===== config.mk =====
export PLATFORM = sky130hd
export DESIGN_NAME = sandpile_grain_drop_relax_unit_flat
export DESIGN_NICKNAME = d
export VERILOG_FILES = /design/src/hw/rtl/sgdr_pkg.sv /design/src/hw/rtl/sgdr_req_if.sv /design/src/hw/rtl/sgdr_ram.sv /design/src/hw/rtl/sgdr_ctrl.sv /design/src/hw/rtl/sgdr_dpath.sv /design/src/hw/rtl/sandpile_grain_drop_relax_unit.sv /design/src/flat_wrapper.sv
export SDC_FILE = /design/constraint.sdc
export NUM_CORES = 1
export LEC_CHECK = 0
export ABC_AREA = 1
export BUFFER_PORTS_ARGS = -buffer_cell sky130_fd_sc_hd__buf_2
export CAP_MARGIN = 20
export CORE_ASPECT_RATIO = 1.25
export CORE_MARGIN = 2
export CORE_UTILIZATION = 35
export CTS_CLUSTER_DIAMETER = 150
export DETAILED_ROUTE_END_ITERATION = 12
export PLACE_DENSITY = 0.56
export SLEW_MARGIN = 30
export SYNTH_ARGS = -nofsm -noshare
export SYNTH_HDL_FRONTEND = slang
export SYNTH_SLANG_ARGS = --single-unit
export TNS_END_PERCENT = 30

===== constraint.sdc =====
create_clock -name clk -period 29.7 [get_ports clk]
set_clock_uncertainty 0.05 [all_clocks]
set_input_delay 1.485 -clock clk [delete_from_list [all_inputs] [get_ports clk]]
set_output_delay 1.485 -clock clk [all_outputs]
set_load 0.005 [all_outputs]

===== src/hw/rtl/sgdr_pkg.sv =====
// Package for the sandpile grain drop and relax unit.
// Holds field widths, operation and neighbor codes, and the controller-datapath
// command and status structs. No dependencies.
`timescale 1ns / 1ps

package sgdr_pkg;

  localparam int unsigned OPCODE_W      = 1;
  localparam int unsigned ROW_W         = 4;
  localparam int unsigned COL_W         = 4;
  localparam int unsigned CELL_W        = 4;
  localparam int unsigned COUNT_W       = 16;
  localparam int unsigned TOPPLE_LIMIT  = 4;
  localparam int unsigned GRID_SIDE_DEF = 16;

  // Operation codes carried in the opcode field.
  localparam logic [OPCODE_W-1:0] OP_DROP = 1'b0;
  localparam logic [OPCODE_W-1:0] OP_READ = 1'b1;

  // Neighbor visit order around a toppling cell.
  typedef enum logic [1:0] {
    NB_UP    = 2'd0,
    NB_DOWN  = 2'd1,
    NB_LEFT  = 2'd2,
    NB_RIGHT = 2'd3
  } nb_t;

  // Source of the grid memory address.
  typedef enum logic [1:0] {
    ADDR_CLR = 2'd0,
    ADDR_TGT = 2'd1,
    ADDR_CUR = 2'd2,
    ADDR_NB  = 2'd3
  } addr_sel_t;

  // Source of the grid memory write data.
  typedef enum logic [1:0] {
    WD_ZERO = 2'd0,
    WD_INC  = 2'd1,
    WD_DEC4 = 2'd2
  } wdata_sel_t;

  typedef struct packed {
    logic       clr_step;
    logic       accept;
    addr_sel_t  addr_sel;
    logic       mem_re;
    logic       mem_we;
    wdata_sel_t wdata_sel;
    logic       scan_start;
    logic       scan_next;
    logic       topple;
    logic       nb_next;
    logic       load_out;
  } cmd_t;

  typedef struct packed {
    logic clear_last;
    logic out_of_range;
    logic op_read;
    logic ge4;
    logic scan_last;
    logic moved;
    logic nb_valid;
    logic nb_last;
    logic out_busy;
  } status_t;

endpackage


===== src/hw/rtl/sgdr_req_if.sv =====
// Request channel of the sandpile unit: one operation per beat.
// Depends on sgdr_pkg for field widths.
`timescale 1ns / 1ps

interface sgdr_req_if;
  logic                          valid;
  logic                          ready;
  logic [sgdr_pkg::OPCODE_W-1:0] opcode;
  logic [sgdr_pkg::ROW_W-1:0]    row;
  logic [sgdr_pkg::COL_W-1:0]    col;

  modport source (output valid, output opcode, output row, output col, input ready);
  modport sink (input valid, input opcode, input row, input col, output ready);
endinterface

// Response channel of the sandpile unit: one result per beat.
interface sgdr_rsp_if;
  logic                         valid;
  logic                         ready;
  logic [sgdr_pkg::COUNT_W-1:0] topple_count;
  logic [sgdr_pkg::CELL_W-1:0]  cell_value;
  logic                         ignored;

  modport source (output valid, output topple_count, output cell_value, output ignored,
                  input ready);
  modport sink (input valid, input topple_count, input cell_value, input ignored,
                output ready);
endinterface


===== src/hw/rtl/sgdr_ram.sv =====
// Generic single-port RAM with registered read data.
// No dependencies.
`timescale 1ns / 1ps

module sgdr_ram #(
  parameter int unsigned WIDTH = 4,
  parameter int unsigned DEPTH = 256
) (
  input  logic                     clk,
  input  logic                     en,
  input  logic                     we,
  input  logic [$clog2(DEPTH)-1:0] addr,
  input  logic [WIDTH-1:0]         wdata,
  output logic [WIDTH-1:0]         rdata
);

  logic [WIDTH-1:0] mem [DEPTH];

  always_ff @(posedge clk) begin
    if (en) begin
      if (we) begin
        mem[addr] <= wdata;
      end else begin
        rdata <= mem[addr];
      end
    end
  end

endmodule


===== src/hw/rtl/sgdr_ctrl.sv =====
// Sequencer of the sandpile unit: clearing pass, drop, scan passes, neighbor updates.
// Depends on sgdr_pkg; drives the datapath through cmd_t and watches status_t.
`timescale 1ns / 1ps

module sgdr_ctrl (
  input  logic              clk,
  input  logic              rst,
  input  logic              in_valid,
  output logic              in_ready,
  input  sgdr_pkg::status_t status,
  output sgdr_pkg::cmd_t    cmd
);

  import sgdr_pkg::*;

  typedef enum logic [10:0] {
    S_CLEAR    = 11'b000_0000_0001,
    S_IDLE     = 11'b000_0000_0010,
    S_DECODE   = 11'b000_0000_0100,
    S_DROP_RD  = 11'b000_0000_1000,
    S_DROP_WR  = 11'b000_0001_0000,
    S_SCAN_RD  = 11'b000_0010_0000,
    S_SCAN_CHK = 11'b000_0100_0000,
    S_NB_RD    = 11'b000_1000_0000,
    S_NB_WR    = 11'b001_0000_0000,
    S_FIN_RD   = 11'b010_0000_0000,
    S_RES      = 11'b100_0000_0000
  } state_t;

  state_t state, state_next;
  logic   advance;

  always_ff @(posedge clk) begin
    if (rst) begin
      state <= S_CLEAR;
    end else begin
      state <= state_next;
    end
  end

  always_comb begin
    state_next = state;
    cmd        = '0;
    in_ready   = 1'b0;
    advance    = 1'b0;

    unique case (state)
      S_CLEAR: begin
        cmd.clr_step  = 1'b1;
        cmd.addr_sel  = ADDR_CLR;
        cmd.mem_we    = 1'b1;
        cmd.mem_re    = 1'b1;
        cmd.wdata_sel = WD_ZERO;
        if (status.clear_last) begin
          state_next = S_IDLE;
        end
      end
      S_IDLE: begin
        in_ready = 1'b1;
        if (in_valid) begin
          cmd.accept = 1'b1;
          state_next = S_DECODE;
        end
      end
      S_DECODE: begin
        if (status.out_of_range) begin
          state_next = S_RES;
        end else if (status.op_read) begin
          state_next = S_FIN_RD;
        end else begin
          state_next = S_DROP_RD;
        end
      end
      S_DROP_RD: begin
        cmd.addr_sel = ADDR_TGT;
        cmd.mem_re   = 1'b1;
        state_next   = S_DROP_WR;
      end
      S_DROP_WR: begin
        cmd.addr_sel   = ADDR_TGT;
        cmd.mem_re     = 1'b1;
        cmd.mem_we     = 1'b1;
        cmd.wdata_sel  = WD_INC;
        cmd.scan_start = 1'b1;
        state_next     = S_SCAN_RD;
      end
      S_SCAN_RD: begin
        cmd.addr_sel = ADDR_CUR;
        cmd.mem_re   = 1'b1;
        state_next   = S_SCAN_CHK;
      end
      S_SCAN_CHK: begin
        if (status.ge4) begin
          cmd.addr_sel  = ADDR_CUR;
          cmd.mem_re    = 1'b1;
          cmd.mem_we    = 1'b1;
          cmd.wdata_sel = WD_DEC4;
          cmd.topple    = 1'b1;
          state_next    = S_NB_RD;
        end else begin
          advance = 1'b1;
        end
      end
      S_NB_RD: begin
        if (status.nb_valid) begin
          cmd.addr_sel = ADDR_NB;
          cmd.mem_re   = 1'b1;
          state_next   = S_NB_WR;
        end else if (status.nb_last) begin
          advance = 1'b1;
        end else begin
          cmd.nb_next = 1'b1;
        end
      end
      S_NB_WR: begin
        cmd.addr_sel  = ADDR_NB;
        cmd.mem_re    = 1'b1;
        cmd.mem_we    = 1'b1;
        cmd.wdata_sel = WD_INC;
        if (status.nb_last) begin
          advance = 1'b1;
        end else begin
          cmd.nb_next = 1'b1;
          state_next  = S_NB_RD;
        end
      end
      S_FIN_RD: begin
        cmd.addr_sel = ADDR_TGT;
        cmd.mem_re   = 1'b1;
        state_next   = S_RES;
      end
      S_RES: begin
        if (!status.out_busy) begin
          cmd.load_out = 1'b1;
          state_next   = S_IDLE;
        end
      end
      default: begin
        state_next = S_CLEAR;
      end
    endcase

    // Step to the next cell of the scan, or start another pass if anything toppled.
    if (advance) begin
      if (!status.scan_last) begin
        cmd.scan_next = 1'b1;
        state_next    = S_SCAN_RD;
      end else if (status.moved) begin
        cmd.scan_start = 1'b1;
        state_next     = S_SCAN_RD;
      end else begin
        state_next = S_FIN_RD;
      end
    end
  end

endmodule


===== src/hw/rtl/sgdr_dpath.sv =====
// Datapath of the sandpile unit: grid memory, scan and neighbor addressing,
// topple counter and result register. Depends on sgdr_pkg, sgdr_ram, sgdr_rsp_if.
`timescale 1ns / 1ps

module sgdr_dpath #(
  parameter int unsigned GRID_SIDE = sgdr_pkg::GRID_SIDE_DEF
) (
  input  logic                          clk,
  input  logic                          rst,
  input  sgdr_pkg::cmd_t                cmd,
  output sgdr_pkg::status_t             status,
  input  logic [sgdr_pkg::OPCODE_W-1:0] in_opcode,
  input  logic [sgdr_pkg::ROW_W-1:0]    in_row,
  input  logic [sgdr_pkg::COL_W-1:0]    in_col,
  sgdr_rsp_if.source                    rsp
);

  import sgdr_pkg::*;

  localparam int unsigned CW    = $clog2(GRID_SIDE);
  localparam int unsigned AW    = 2 * CW;
  localparam int unsigned DEPTH = 2 ** AW;
  localparam logic [CW-1:0] LAST = CW'(GRID_SIDE - 1);

  logic [OPCODE_W-1:0] opcode;
  logic [ROW_W-1:0]    row;
  logic [COL_W-1:0]    col;
  logic [AW-1:0]       clr_addr;
  logic [CW-1:0]       cur_row, cur_col;
  logic                moved;
  nb_t                 nb;
  logic [COUNT_W-1:0]  count;
  logic                out_valid;

  logic [CW-1:0]     tgt_row, tgt_col, nb_row, nb_col;
  logic              nb_valid;
  logic [AW-1:0]     mem_addr;
  logic [CELL_W-1:0] mem_wdata, mem_rdata;
  logic              out_of_range;

  // Latched operation and its target.
  always_ff @(posedge clk) begin
    if (cmd.accept) begin
      opcode <= in_opcode;
      row    <= in_row;
      col    <= in_col;
    end
  end

  assign out_of_range = (32'(row) >= GRID_SIDE) || (32'(col) >= GRID_SIDE);
  assign tgt_row      = CW'(row);
  assign tgt_col      = CW'(col);

  // Neighbor of the cell under the scan.
  always_comb begin
    nb_row   = cur_row;
    nb_col   = cur_col;
    nb_valid = 1'b0;
    case (nb)
      NB_UP: begin
        nb_row   = cur_row - 1'b1;
        nb_valid = (cur_row != '0);
      end
      NB_DOWN: begin
        nb_row   = cur_row + 1'b1;
        nb_valid = (cur_row != LAST);
      end
      NB_LEFT: begin
        nb_col   = cur_col - 1'b1;
        nb_valid = (cur_col != '0);
      end
      NB_RIGHT: begin
        nb_col   = cur_col + 1'b1;
        nb_valid = (cur_col != LAST);
      end
      default: nb_valid = 1'b0;
    endcase
  end

  always_comb begin
    unique case (cmd.addr_sel)
      ADDR_CLR: mem_addr = clr_addr;
      ADDR_TGT: mem_addr = {tgt_row, tgt_col};
      ADDR_CUR: mem_addr = {cur_row, cur_col};
      ADDR_NB:  mem_addr = {nb_row, nb_col};
      default:  mem_addr = clr_addr;
    endcase
  end

  always_comb begin
    unique case (cmd.wdata_sel)
      WD_ZERO: mem_wdata = '0;
      WD_INC:  mem_wdata = mem_rdata + CELL_W'(1);
      WD_DEC4: mem_wdata = mem_rdata - CELL_W'(TOPPLE_LIMIT);
      default: mem_wdata = '0;
    endcase
  end

  sgdr_ram #(
    .WIDTH (CELL_W),
    .DEPTH (DEPTH)
  ) u_grid (
    .clk   (clk),
    .en    (cmd.mem_re),
    .we    (cmd.mem_we),
    .addr  (mem_addr),
    .wdata (mem_wdata),
    .rdata (mem_rdata)
  );

  // Clearing pass address.
  always_ff @(posedge clk) begin
    if (rst) begin
      clr_addr <= '0;
    end else if (cmd.clr_step) begin
      clr_addr <= clr_addr + 1'b1;
    end
  end

  // Scan position, pass activity, neighbor step and topple count.
  always_ff @(posedge clk) begin
    if (rst) begin
      cur_row <= '0;
      cur_col <= '0;
      moved   <= 1'b0;
      nb      <= NB_UP;
      count   <= '0;
    end else begin
      if (cmd.accept) begin
        count <= '0;
      end
      if (cmd.scan_start) begin
        cur_row <= '0;
        cur_col <= '0;
        moved   <= 1'b0;
      end else if (cmd.scan_next) begin
        if (cur_col == LAST) begin
          cur_col <= '0;
          cur_row <= cur_row + 1'b1;
        end else begin
          cur_col <= cur_col + 1'b1;
        end
      end
      if (cmd.topple) begin
        moved <= 1'b1;
        nb    <= NB_UP;
        if (count != '1) begin
          count <= count + 1'b1;
        end
      end else if (cmd.nb_next) begin
        nb <= nb_t'(nb + 2'd1);
      end
    end
  end

  // Result register.
  always_ff @(posedge clk) begin
    if (rst) begin
      out_valid <= 1'b0;
    end else if (cmd.load_out) begin
      out_valid <= 1'b1;
    end else if (rsp.ready) begin
      out_valid <= 1'b0;
    end
  end

  always_ff @(posedge clk) begin
    if (cmd.load_out) begin
      rsp.topple_count <= out_of_range ? '0 : count;
      rsp.cell_value   <= out_of_range ? '0 : mem_rdata;
      rsp.ignored      <= out_of_range;
    end
  end

  assign rsp.valid = out_valid;

  assign status.clear_last   = (clr_addr == '1);
  assign status.out_of_range = out_of_range;
  assign status.op_read      = (opcode == OP_READ);
  assign status.ge4          = (mem_rdata >= CELL_W'(TOPPLE_LIMIT));
  assign status.scan_last    = (cur_row == LAST) && (cur_col == LAST);
  assign status.moved        = moved;
  assign status.nb_valid     = nb_valid;
  assign status.nb_last      = (nb == NB_RIGHT);
  assign status.out_busy     = out_valid && !rsp.ready;

endmodule


===== src/hw/rtl/sandpile_grain_drop_relax_unit.sv =====
// Top level of the sandpile grain drop and relax unit.
// Depends on sgdr_pkg, sgdr_req_if, sgdr_rsp_if, sgdr_ram, sgdr_ctrl and sgdr_dpath.
`timescale 1ns / 1ps

// The unit keeps a GRID_SIDE x GRID_SIDE abelian sandpile in a single-port RAM
// of 4-bit cells, addressed as {row, col} and padded to a power-of-two depth.
// After reset a clearing pass writes zero to every RAM word, one word a cycle;
// no request is taken until it ends. Each request beat carries one operation.
// A read steps through the accepting cycle, decode, one RAM read, and the
// result load, which waits while the output register is busy. An ignored
// beat skips the RAM read. A drop adds one grain to the target cell and then
// scans the whole grid in passes. Every scan visit is a read and a check; a
// cell holding four or more grains topples once per visit. Its own write
// happens in the check step, and each neighbor then takes a read and a write
// when it lies inside the grid, or is just passed over when it lies off the
// edge. Passes repeat until one pass sees no toppling, so a quiet drop costs
// one full pass and an avalanche adds one full pass per round of spreading
// plus the per-topple cost. The single RAM port sets all of these costs.
// Coordinates outside the grid produce a result with the ignored flag set and
// zero fields, without touching the grid. The topple count saturates at 65535
// while the grid still relaxes fully. The result sits in an output register,
// so the next request beat is taken while the previous result still waits for
// its response beat.

module sandpile_grain_drop_relax_unit #(
  parameter int unsigned GRID_SIDE = sgdr_pkg::GRID_SIDE_DEF
) (
  input logic       clk,
  input logic       rst,
  sgdr_req_if.sink  req,
  sgdr_rsp_if.source rsp
);

  import sgdr_pkg::*;

  cmd_t    cmd;
  status_t status;
  logic    in_ready;

  // The sequencer owns request acceptance; the datapath owns the response beat.
  sgdr_ctrl u_ctrl (
    .clk      (clk),
    .rst      (rst),
    .in_valid (req.valid),
    .in_ready (in_ready),
    .status   (status),
    .cmd      (cmd)
  );

  sgdr_dpath #(
    .GRID_SIDE (GRID_SIDE)
  ) u_dpath (
    .clk       (clk),
    .rst       (rst),
    .cmd       (cmd),
    .status    (status),
    .in_opcode (req.opcode),
    .in_row    (req.row),
    .in_col    (req.col),
    .rsp       (rsp)
  );

  assign req.ready = in_ready;

  // A result is only loaded when the output register is free to take it.
  a_load_free: assert property (@(posedge clk) disable iff (rst)
    cmd.load_out |-> !status.out_busy)
    else $error("result loaded over a pending response beat");

  // One operation at a time: no request is taken right after another.
  a_one_at_a_time: assert property (@(posedge clk) disable iff (rst)
    req.valid && in_ready |=> !in_ready)
    else $error("request taken while an operation is in progress");

  // An ignored operation reports no topplings and no cell value.
  a_ignored_zero: assert property (@(posedge clk) disable iff (rst)
    rsp.valid && rsp.ignored |-> rsp.topple_count == '0 && rsp.cell_value == '0)
    else $error("ignored result carries nonzero fields");

  // Once relaxed, every reported cell holds fewer than four grains.
  a_relaxed: assert property (@(posedge clk) disable iff (rst)
    rsp.valid && !rsp.ignored |-> rsp.cell_value < CELL_W'(TOPPLE_LIMIT))
    else $error("reported cell is not relaxed");

endmodule


===== src/flat_wrapper.sv =====
// flat-port wrapper written by rule: the top's interface ports become plain ports
module sandpile_grain_drop_relax_unit_flat import sgdr_pkg::*;
#(
  parameter int unsigned GRID_SIDE = sgdr_pkg::GRID_SIDE_DEF
)
  (clk, rst, req_valid, req_opcode, req_row, req_col, req_ready, rsp_valid, rsp_topple_count, rsp_cell_value, rsp_ignored, rsp_ready);
  sgdr_req_if req_i ();
  sgdr_rsp_if rsp_i ();
  input logic clk;
  input logic rst;
  input wire logic [$bits(req_i.valid)-1:0] req_valid;
  input wire logic [$bits(req_i.opcode)-1:0] req_opcode;
  input wire logic [$bits(req_i.row)-1:0] req_row;
  input wire logic [$bits(req_i.col)-1:0] req_col;
  output wire logic [$bits(req_i.ready)-1:0] req_ready;
  output wire logic [$bits(rsp_i.valid)-1:0] rsp_valid;
  output wire logic [$bits(rsp_i.topple_count)-1:0] rsp_topple_count;
  output wire logic [$bits(rsp_i.cell_value)-1:0] rsp_cell_value;
  output wire logic [$bits(rsp_i.ignored)-1:0] rsp_ignored;
  input wire logic [$bits(rsp_i.ready)-1:0] rsp_ready;
  assign req_i.valid = req_valid;
  assign req_i.opcode = req_opcode;
  assign req_i.row = req_row;
  assign req_i.col = req_col;
  assign req_ready = req_i.ready;
  assign rsp_valid = rsp_i.valid;
  assign rsp_topple_count = rsp_i.topple_count;
  assign rsp_cell_value = rsp_i.cell_value;
  assign rsp_ignored = rsp_i.ignored;
  assign rsp_i.ready = rsp_ready;
  sandpile_grain_drop_relax_unit #(.GRID_SIDE(GRID_SIDE)) u_core (.clk(clk), .rst(rst), .req(req_i), .rsp(rsp_i));
endmodule

==> metrics.txt <==
Area after DPL=50230 um^2; reg2reg end=u_core.u_dpath.u_grid.rdata[2]; post-CTS setup buffer count=0; Req. time, crit path=30.24 ns; Core Area=137500 um^2; synth-to-layout area growth=10.72%; commonest cells after routing, fill and taps aside=nand2_1 (2579), edfxtp_1 (1057), nor2_1 (343); die width=336.9 um; WL/cell=18.77 um; clock slew at reported path FFs=0.06 ns; crit path from=u_core.u_dpath.cur_col[0]; YS warnings=0; global-route wire length before repair=195.1 mm; Routed Antenna Nets=0; post-synthesis sequential area ratio=67.39%; placer congestion estimate=0.8221; vias per cell=4.875; port bufs=34; Clock Latency Late Sink=0.72 ns; RSZ-0062 raised after global routing=no; # IOs=36; Worst path depth=28; maximum fanout along the worst path=111; library cells used by synthesis=49; commonest non-fill, non-tap cell in the layout=nand2_1; routed wire length=127.7 mm; Cell Pwr Density=65.01 nW/um^2; share of cells above drive strength 1=6.338%; Most Frequent Cell on Critical Path=nand2_1; final hold violation count=0; ys async rst share=0%; Die ar.=141600 um^2; CP endpoint kind=register; Finished Cell Area=53690 um^2; effective utilization at floorplan=35.27%; fill count=13.45k; CP delay by family, top=buffers and inverters; post-synth top area share=65.45%; DRT iter0 DRCs=2920; max cap viols=0; pin count of the biggest net entering global routing=187; Top FF cell, synth=edfxtp_1; TritonCTS Buffers=105; Pre-antenna DRT Iters=6; vias in the first global route=32.79k; Ant. Diodes=0; FF-to-FF setup slack=23.37 ns; Mean Syn Cell Area=9.819 um^2; Crit Path Class=reg -> reg; Synth area leader=edfxtp_1; Peak VDD IR=0.04806 mV; crit path time final=6.331 ns; final setup fails=0; via count=33.16k; flops & latches, synth=1104; clk root buf=clkbuf_16; Row Count=152; Worst R2R Start=u_core.u_dpath.cur_col[0]; Worst Path Buf+Inv=5; Hold Slack=0.3833 ns; Clock Sinks=1104; Post-synth EDFFs=1057; Final Cycle Share=21.32%; total power=3.491 mW; post-cts sizing count=0; fmax=157.9 MHz; gr ovfl total=0; crit path to=u_core.u_dpath.u_grid.rdata[2]; top post-synthesis cells by area=edfxtp_1 (65%), nand2_1 (20%), nand3_1 (3.0%); nets@finish=4891; CTS tree=yes; detailed placement HPWL=71.24 mm; hold buffers post-CTS=0; slowest stage delay, CP=0.81 ns; initial antenna violation count=1; TNS Setup=0 ns; DRC=0; Post-Syn Nets=4967; CP Launch Type=register; Syn Inst Count=4939; Final Max Slew Viols=0; Critical-path top delay cell=buf_4; Worst-Margin Slew=1.211 ns; WP data arrival=6.87 ns; Max H-tree Level=3; GRT Util Overall=17.99%; run status=complete, no violations; leak pwr=22.06 nW; synthesized area=48490 um^2; worst min path class=reg -> reg; Slew headroom=19.25%; clock tree buffer depth=3; Reg2Reg Depth=28; die height=420.2 um
-- synthesized netlist by cell type (2+ instances only) --
cell type and number:
nor4_1 3, dfxtp_1 47, o31ai_1 2, nand3_2 8, nand2_1 2580, nand4_1 11
buf_2 127, o21ai_0 21, o2111ai_1 2, o211ai_1 5, clkbuf_1 106, clkinv_1 2
nor3_1 21, nor2_1 345, buf_1 10, ha_1 15, buf_4 14, xor2_1 3
buf_6 15, a21oi_1 30, o22ai_1 3, nand3_1 292, or2_2 3, inv_4 3
o21ai_1 66, nor2_4 6, inv_1 83, inv_2 7, a221oi_1 6, nor3_4 2
edfxtp_1 1057, a211oi_1 9, nand2_2 6, nor2_2 12, nand2_4 3
-- per-stage QoR --
stage / setup WS (ns) / utilization, % / std cells
after global placement: 23.22 / 36.51 / 6602
final: 23.37 / 39.05 / 6802
after global routing: 22.78 / 39.05 / 6802
after CTS: 23.14 / 39.02 / 6801
after floorplan: 15.51 / - / 4939
after detailed placement: 23.16 / 36.53 / 6603
-- report_power, final --
part           leakage (nW)  switching [mW]  internal (mW)
combinational          9.72           0.351          0.104
sequential             10.7         0.00404           1.69
clock                  1.68           0.585          0.758
total                  22.1           0.941           2.55
-- metal layers --
| metal | part of all wire, % | routed length (um) | track usage, % |
|---|---|---|---|
| met2 | 50 | 63530 | 31.85 |
| met5 | 0 | 0 | 0 |
| met3 | 5.7 | 7222 | 2.118 |
| met1 | 42 | 53490 | 22.77 |
| met4 | 2.7 | 3444 | 5.894 |
-- worst min path at each step --
stage	start	to	slack (ns)	cells after the start
detailed placement	u_core.u_dpath.count[3]	u_core.u_dpath.rsp.topple_count[3]	0.37	0
floorplan	u_core.u_dpath.count[3]	u_core.u_dpath.rsp.topple_count[3]	0.36	0
CTS	u_core.u_dpath.count[3]	u_core.u_dpath.rsp.topple_count[3]	0.39	0
global route	u_core.u_dpath.count[3]	u_core.u_dpath.rsp.topple_count[3]	0.41	0
finish	u_core.u_dpath.count[3]	u_core.u_dpath.rsp.topple_count[3]	0.38	0
global placement	u_core.u_dpath.count[3]	u_core.u_dpath.rsp.topple_count[3]	0.37	0
-- final cells by class --
type,instances,area (um^2),area share (%)
inverter,95,384.1,0.7154
tap,1848,2312,4.306
multi-input combinational,3468,14220,26.49
clock inverter,69,584.3,1.088
timing repair buffer,89,668.1,1.244
sequential,1104,32680,60.87
clock buffer,129,2843,5.294
-- state kept, by name (all words and copies together), names as in the netlist --
name	cells
u_core.u_ctrl.state	11
u_core.u_dpath.clr_addr	8
u_core.u_dpath.col	4
u_core.u_dpath.count	16
u_core.u_dpath.cur_col	4
u_core.u_dpath.cur_row	4
u_core.u_dpath.moved	1
u_core.u_dpath.nb	2
u_core.u_dpath.opcode	1
u_core.u_dpath.row	4
u_core.u_dpath.rsp.cell_value	4
u_core.u_dpath.rsp.topple_count	16
u_core.u_dpath.rsp.valid	1
u_core.u_dpath.u_grid.mem	1024
u_core.u_dpath.u_grid.rdata	4
-- cells by family (layout without fill, tap and decap cells) --
family                     after synthesis  count (layout)  synth area share (%)
muxes                                    1               1               0.02064
other                                    1               1              0.007733
xor gates and xnor gates                 3               3               0.05419
DFF                                   1104            1104                 67.39
and+or+nand+nor                       3295            3295                 26.81
AOI/OAI and AO/OA                      153             153                 1.801
adders and majority gates               15              15                0.3870
buffers and inverters                  367             382                 3.524
Power figures use the tool's default switching activity.
